<file path="src/design/sstp_pkg.sv">
package sstp_pkg;

    localparam int DEB_W  = 8;
    localparam int COOL_W = 12;
    localparam int HOLD_W = 10;
    localparam int AGE_W  = 9;
    localparam int CAGE_W = 13;
    localparam int CFG_W  = 12;
    localparam int IDX_W  = 2;

    localparam logic [AGE_W-1:0]  AGE_MAX  = {AGE_W{1'b1}};
    localparam logic [CAGE_W-1:0] CAGE_MAX = {CAGE_W{1'b1}};

    localparam logic [DEB_W-1:0]  DEB_RST  = 8'd25;
    localparam logic [COOL_W-1:0] COOL_RST = 12'd250;
    localparam logic [HOLD_W-1:0] HOLD_RST = 10'd80;

    localparam logic [IDX_W-1:0] CFG_DEBOUNCE = 2'd0;
    localparam logic [IDX_W-1:0] CFG_COOLDOWN = 2'd1;
    localparam logic [IDX_W-1:0] CFG_HOLD     = 2'd2;

    typedef enum logic [1:0] {
        DIR_NEUTRAL = 2'd0,
        DIR_LEFT    = 2'd1,
        DIR_RIGHT   = 2'd2
    } t_dir;

    typedef struct packed {
        logic stable_next;
        logic press;
    } t_deb_status;

endpackage

</file>
<file path="src/design/sstp_debounce.sv">
module sstp_debounce (
    input  logic                      i_clk,
    input  logic                      i_rst_n,
    input  logic                      i_en,
    input  logic                      i_raw,
    input  logic [sstp_pkg::DEB_W-1:0] i_debounce_ticks,
    output sstp_pkg::t_deb_status     o_status
);
    import sstp_pkg::*;

    logic             r_stable;
    logic             r_last;
    logic [AGE_W-1:0] r_age;
    logic             n_stable;
    logic [AGE_W-1:0] n_age;
    logic             press;

    always_comb begin
        if (i_raw != r_last) begin
            n_age = '0;
        end else if (r_age < AGE_MAX) begin
            n_age = r_age + AGE_W'(1);
        end else begin
            n_age = r_age;
        end
        n_stable = r_stable;
        press    = 1'b0;
        if (n_age > AGE_W'(i_debounce_ticks) && i_raw != r_stable) begin
            n_stable = i_raw;
            press    = ~i_raw;
        end
    end

    always_ff @(posedge i_clk) begin
        if (!i_rst_n) begin
            r_stable <= 1'b1;
            r_last   <= 1'b1;
            r_age    <= '0;
        end else if (i_en) begin
            r_stable <= n_stable;
            r_last   <= i_raw;
            r_age    <= n_age;
        end
    end

    assign o_status.stable_next = n_stable;
    assign o_status.press       = press;

endmodule

</file>
<file path="src/design/sstp_tap.sv">
module sstp_tap (
    input  logic                       i_clk,
    input  logic                       i_rst_n,
    input  logic                       i_en,
    input  logic                       i_tap,
    input  logic [sstp_pkg::HOLD_W-1:0] i_hold_ticks,
    output logic                       o_active
);
    import sstp_pkg::*;

    logic [HOLD_W-1:0] r_remain;
    logic [HOLD_W-1:0] n_remain;

    always_comb begin
        if (i_tap) begin
            n_remain = i_hold_ticks;
        end else if (r_remain != '0) begin
            n_remain = r_remain - HOLD_W'(1);
        end else begin
            n_remain = r_remain;
        end
    end

    always_ff @(posedge i_clk) begin
        if (!i_rst_n) begin
            r_remain <= '0;
        end else if (i_en) begin
            r_remain <= n_remain;
        end
    end

    assign o_active = (n_remain != '0);

endmodule

</file>
<file path="src/design/stalk_switch_to_tap_pulses_core.sv">
// channel | signals                                              | transfer when
// --------+------------------------------------------------------+------------------------
// in      | i_left_raw, i_right_raw, i_beam_raw                  | i_in_valid & o_in_ready
// out     | o_left_button, o_right_button, o_beam_button,        | o_out_valid & i_out_ready
//         | o_direction_now                                      |
// cfg     | i_cfg_we, i_cfg_index, i_cfg_data                    | i_cfg_we
//
// one tick per cycle unless stalled: each transfer updates state and loads the result
// result appears in the cycle after its input transfer
// o_in_ready is high while the result register is empty or is being emptied
// a stall on the output holds the result and all switch state
// synchronous reset restores the register defaults and the released switch state
module stalk_switch_to_tap_pulses_core (
    input  logic                        i_clk,
    input  logic                        i_rst_n,
    input  logic                        i_in_valid,
    output logic                        o_in_ready,
    input  logic                        i_left_raw,
    input  logic                        i_right_raw,
    input  logic                        i_beam_raw,
    output logic                        o_out_valid,
    input  logic                        i_out_ready,
    output logic                        o_left_button,
    output logic                        o_right_button,
    output logic                        o_beam_button,
    output logic [1:0]                  o_direction_now,
    input  logic                        i_cfg_we,
    input  logic [sstp_pkg::IDX_W-1:0]  i_cfg_index,
    input  logic [sstp_pkg::CFG_W-1:0]  i_cfg_data
);
    import sstp_pkg::*;

    logic [DEB_W-1:0]  r_deb_ticks;
    logic [COOL_W-1:0] r_cool_ticks;
    logic [HOLD_W-1:0] r_hold_ticks;

    t_dir              r_dir;
    t_dir              n_dir;
    logic [CAGE_W-1:0] r_cool;
    logic [CAGE_W-1:0] n_cool;
    logic              r_beam_last;
    logic              n_beam;

    logic              r_out_valid;
    logic              r_left_btn;
    logic              r_right_btn;
    logic              r_beam_btn;
    logic [1:0]        r_dir_out;

    logic              in_acc;
    t_deb_status       left_st;
    t_deb_status       right_st;
    logic              tap_left;
    logic              tap_right;
    logic              tap_beam;
    logic              left_act;
    logic              right_act;
    logic              beam_act;

    assign o_in_ready = ~r_out_valid | i_out_ready;
    assign in_acc     = i_in_valid & o_in_ready;

    always_ff @(posedge i_clk) begin
        if (!i_rst_n) begin
            r_deb_ticks  <= DEB_RST;
            r_cool_ticks <= COOL_RST;
            r_hold_ticks <= HOLD_RST;
        end else if (i_cfg_we) begin
            case (i_cfg_index)
                CFG_DEBOUNCE: r_deb_ticks  <= i_cfg_data[DEB_W-1:0];
                CFG_COOLDOWN: r_cool_ticks <= i_cfg_data[COOL_W-1:0];
                CFG_HOLD:     r_hold_ticks <= i_cfg_data[HOLD_W-1:0];
                default: ;
            endcase
        end
    end

    sstp_debounce u_deb_left (
        .i_clk            (i_clk),
        .i_rst_n          (i_rst_n),
        .i_en             (in_acc),
        .i_raw            (i_left_raw),
        .i_debounce_ticks (r_deb_ticks),
        .o_status         (left_st)
    );

    sstp_debounce u_deb_right (
        .i_clk            (i_clk),
        .i_rst_n          (i_rst_n),
        .i_en             (in_acc),
        .i_raw            (i_right_raw),
        .i_debounce_ticks (r_deb_ticks),
        .o_status         (right_st)
    );

    always_comb begin
        n_cool = (r_cool < CAGE_MAX) ? r_cool + CAGE_W'(1) : r_cool;
        n_dir     = r_dir;
        tap_left  = left_st.press;
        tap_right = right_st.press;
        if (left_st.press) begin
            n_dir = DIR_LEFT;
        end
        if (right_st.press) begin
            n_dir = DIR_RIGHT;
        end
        // return to neutral, with a tap on the held side, once both sides are released and cooldown has passed
        if (left_st.stable_next && right_st.stable_next && n_dir != DIR_NEUTRAL &&
            n_cool > CAGE_W'(r_cool_ticks)) begin
            if (n_dir == DIR_LEFT) begin
                tap_left = 1'b1;
            end else begin
                tap_right = 1'b1;
            end
            n_dir  = DIR_NEUTRAL;
            n_cool = '0;
        end
        n_beam   = ~i_beam_raw;
        tap_beam = (n_beam != r_beam_last);
    end

    sstp_tap u_tap_left (
        .i_clk        (i_clk),
        .i_rst_n      (i_rst_n),
        .i_en         (in_acc),
        .i_tap        (tap_left),
        .i_hold_ticks (r_hold_ticks),
        .o_active     (left_act)
    );

    sstp_tap u_tap_right (
        .i_clk        (i_clk),
        .i_rst_n      (i_rst_n),
        .i_en         (in_acc),
        .i_tap        (tap_right),
        .i_hold_ticks (r_hold_ticks),
        .o_active     (right_act)
    );

    sstp_tap u_tap_beam (
        .i_clk        (i_clk),
        .i_rst_n      (i_rst_n),
        .i_en         (in_acc),
        .i_tap        (tap_beam),
        .i_hold_ticks (r_hold_ticks),
        .o_active     (beam_act)
    );

    always_ff @(posedge i_clk) begin
        if (!i_rst_n) begin
            r_dir       <= DIR_NEUTRAL;
            r_cool      <= '0;
            r_beam_last <= 1'b0;
        end else if (in_acc) begin
            r_dir       <= n_dir;
            r_cool      <= n_cool;
            r_beam_last <= n_beam;
        end
    end

    always_ff @(posedge i_clk) begin
        if (!i_rst_n) begin
            r_out_valid <= 1'b0;
        end else if (in_acc) begin
            r_out_valid <= 1'b1;
        end else if (i_out_ready) begin
            r_out_valid <= 1'b0;
        end
    end

    always_ff @(posedge i_clk) begin
        if (in_acc) begin
            r_left_btn  <= left_act;
            r_right_btn <= right_act;
            r_beam_btn  <= beam_act;
            r_dir_out   <= n_dir;
        end
    end

    assign o_out_valid     = r_out_valid;
    assign o_left_button   = r_left_btn;
    assign o_right_button  = r_right_btn;
    assign o_beam_button   = r_beam_btn;
    assign o_direction_now = r_dir_out;

    a_acc_gives_result: assert property (@(posedge i_clk) disable iff (!i_rst_n)
        in_acc |=> o_out_valid)
        else $error("input transfer did not produce a result");

    a_stall_holds: assert property (@(posedge i_clk) disable iff (!i_rst_n)
        o_out_valid && !i_out_ready |=> o_out_valid && $stable(o_direction_now)
            && $stable(o_left_button) && $stable(o_right_button) && $stable(o_beam_button))
        else $error("stalled result changed");

    a_idle_state_holds: assert property (@(posedge i_clk) disable iff (!i_rst_n)
        !in_acc |=> $stable(r_dir) && $stable(r_cool) && $stable(r_beam_last))
        else $error("state changed without an input transfer");

    a_neutral_clears_cool: assert property (@(posedge i_clk) disable iff (!i_rst_n)
        in_acc && r_dir != DIR_NEUTRAL && n_dir == DIR_NEUTRAL |=> r_cool == '0)
        else $error("cooldown not restarted on return to neutral");

endmodule
</file>
<file path="config.mk">
export PLATFORM = sky130hd
export DESIGN_NAME = stalk_switch_to_tap_pulses_core
export DESIGN_NICKNAME = d
export VERILOG_FILES = /design/src/design/sstp_pkg.sv /design/src/design/sstp_debounce.sv /design/src/design/sstp_tap.sv /design/src/design/stalk_switch_to_tap_pulses_core.sv
export SDC_FILE = /design/constraint.sdc
export NUM_CORES = 1
export LEC_CHECK = 0
export ABC_AREA = 1
export BUFFER_PORTS_ARGS = -buffer_cell sky130_fd_sc_hd__buf_4
export CAP_MARGIN = 0
export CELL_PAD_IN_SITES_DETAIL_PLACEMENT = 0
export CELL_PAD_IN_SITES_GLOBAL_PLACEMENT = 1
export CORE_MARGIN = 2
export CORE_UTILIZATION = 45
export CTS_CLUSTER_SIZE = 25
export DETAILED_ROUTE_END_ITERATION = 8
export PLACE_DENSITY_LB_ADDON = 0.1
export SLEW_MARGIN = 20
export SYNTH_ARGS = -nofsm -noshare
export SYNTH_HDL_FRONTEND = slang
export SYNTH_SLANG_ARGS = --single-unit
</file>
<file path="constraint.sdc">
create_clock -name i_clk -period 3.75 [get_ports i_clk]
set_input_delay 0 -clock i_clk [delete_from_list [all_inputs] [get_ports i_clk]]
set_output_delay 0 -clock i_clk [all_outputs]
set_load 0.01 [all_outputs]
</file>
==> metrics.yaml <==
drt_drc_violations_left: 0
worstHoldStart: "i_right_raw"
r2r_start: "u_deb_left.r_age[4]"
rsz0062_at_grt: "true"
areaGrowthSynthToFinish_pct: 19.4
power_leakage_nw: 3.65
die_x_um: 124
required_ns: 3.87
synthDistinctLibCells: 44
cts.htree.levels: 3
fp.dieH_um: 124
ff2ff_setup_slack_ns: 0.18
path_clk_slew_ns: 0.08
synth_top_area_share_pct: 30.5
crit_type: "reg2reg"
layout_min_cycle_time_ns: 3.57
status: "finished, final reports clean"
initial_core_util_pct: 46.4
design_area_mm2: 0.00775
hold_viol_final: 0
layout.nets: 1062
antenna_found_initial: 0
dp.final_hpwl_um: 12000
hold_class: "in2reg"
grt_pass1_vias: 5671
routedWlPerCell_um: 14.7
final_cells: 1191
layout_common_cells: "154 x inv_1, 152 x nand2_1, 91 x dfxtp_1"
initialDrtViolationCount: 364
slew_viol_final: 0
drtPass1Iterations: 6
max_freq_mhz: 280
synth_edf_count: 5
rows: 43
yosysWarnings: 0
n_fill_cell: 1385
crit_path_frequent_cell: "buf_4"
drive_gt1_share_pct: 17.1
clk_latency_ns: 0.36
cts_tree: "built"
num_vias: 6296
core_mm2: 0.0140
gp_congestion: 0.903
ys.flop_type: "dfxtp_1"
grt_max_degree: 66
clock_skew_ns: 0.00849
cts-root-buf: "clkbuf_16"
max-slew-margin-rel_pct: 34.3
ys_seq_elements: 104
clkSinkCount: 104
ios: 29
synth_top_cell_by_area: "dfxtp_1"
via_per_inst: 5.29
placed_cells: 1135
synthArstFlopShare_pct: 0
setup_violations: 0
die-area_mm2: 0.0154
ant_nets: 0
worstMarginPinSlew_ns: 0.986
cp-startpoint: "u_deb_left.r_age[4]"
grt_pass1_wl_um: 27300
cap_violations: 0
slowest_stage: "dfxtp_1"
gr-usage-all-layers_pct: 22.8
reg2regPathDepth: 25
worst-path-max-fanout: 14
synth_fp_nets: 1006
synth_cells: 950
start_kind: "flip-flop"
numCtsBuffers: 9
diodes: 0
cts_buffer_depth: 2
ys_top_cells_by_area: "dfxtp_1 31%, nand2_1 9.7%, inv_1 9.3%"
numPortBuffers: 28
grt.overflow.total: 0
synth_area_per_cell_um2: 6.83
end_kind: "flip-flop"
synth_area_mm2: 0.00649
p_per_area_mw_per_mm2: 400
final_common_cell: "inv_1"
hold-path-cell-count: 3
dpl-instance-area_mm2: 0.00686
wl_um: 17600
seq_area_frac_synth_pct: 32.8
critical_path_arrival_ns: 3.70
max_stage_delay_ns: 0.33
final.period_utilization_pct: 95.3
ir_drop_mv: 0.251
## timing repair
action | CTS | global route
setup endpoints to repair | 1 | 37
resized for setup | 2 | 66
pin swaps | 0 | 41
hold endpoints to repair | 30 | 0
hold buffers | 15 | 0
setup buffers | 0 | 22
cloned | 0 | 3
## through the flow
stage          TNS (ns)  worst slack, ns  util, %  hold slack [ns]  power, mW
2_1_floorplan         0            0.447        -           0.0900       1.84
3_3_place_gp          0           0.0830     49.0            0.192       2.02
6_report              0            0.178     55.4          0.00122       3.10
3_5_place_dp          0           0.0115     49.0            0.198       2.03
4_1_cts               0           0.0255     52.3          0.00176       3.04
5_1_grt          -0.443          -0.0682     55.4           0.0239       3.28
## kinds of logic (layout without fill, tap and decap cells)
| kind of cell | Yosys count | in the layout | share of synthesized area (%) |
|---|---|---|---|
| AOI/OAI and AO/OA | 217 | 217 | 18.3 |
| xor gates and xnor gates | 26 | 26 | 3.51 |
| adders and majority gates | 34 | 34 | 6.55 |
| buffers and inverters | 197 | 255 | 11.7 |
| DFF | 104 | 104 | 32.8 |
| and+or+nand+nor | 372 | 375 | 27.0 |
## power breakdown
| part | internal, mW | switching (mW) |
|---|---|---|
| combinational | 0.322 | 0.525 |
| sequential | 1.19 | 0.0689 |
| clock | 0.526 | 0.465 |
## cells in the mapped netlist, types with 5 or more instances
cell and instances:
a21oi_1 90, clkbuf_1 27, dfxtp_1 99, edfxtp_1 5, ha_1 34, inv_1 160
nand2_1 167, nand2_2 15, nand2_4 6, nand3_1 58, nand3b_1 6, nand4_1 8
nor2_1 70, nor3_1 17, o211ai_1 28, o21ai_0 84, xnor2_1 7, xor2_1 19
## registers in the layout, indices dropped and copies added, names as in the netlist
name,cells
o_beam_button,1
o_direction_now,2
o_left_button,1
o_out_valid,1
o_right_button,1
r_beam_last,1
r_cool,13
r_cool_ticks,12
r_deb_ticks,8
r_dir,2
r_hold_ticks,10
u_deb_left.r_age,9
u_deb_left.r_last,1
u_deb_left.r_stable,1
u_deb_right.r_age,9
u_deb_right.r_last,1
u_deb_right.r_stable,1
u_tap_beam.r_remain,10
u_tap_left.r_remain,10
u_tap_right.r_remain,10
## path summary, 6_finish.rpt
path                             end
setup / recovery  o_direction_now[1]
hold / removal    u_deb_right.r_last
setup reg to reg  o_direction_now[1]
hold reg to reg      r_cool_ticks[9]
## per-layer routing
layer  vias up  GRT usage, %  wire length, um
li1       3224             -                -
met1      2904          30.0             8330
met2       136          37.3             8100
met3        32          4.21              642
met4         0          8.36              489
met5         -             0                0
## final cells by class
class,instances,area (um2),area share (%)
clock inverters,7,78.8,1.02
clock buffers,9,225,2.90
inverters,164,616,7.94
flip-flops and latches,104,2140,27.7
repair buffers,75,621,8.00
multi-input cells,652,3840,49.6
well taps,180,225,2.90
## worst max-delay path, delay by kind of cell, from the launching register on
family          cells  cell delay (ns)
compound gates      3             0.33
simple gates       13             1.45
fa+ha+maj           1             0.30
buf+inv             8             0.93
flops               1             0.33
Note: power is estimated with default switching activity, not from simulation.
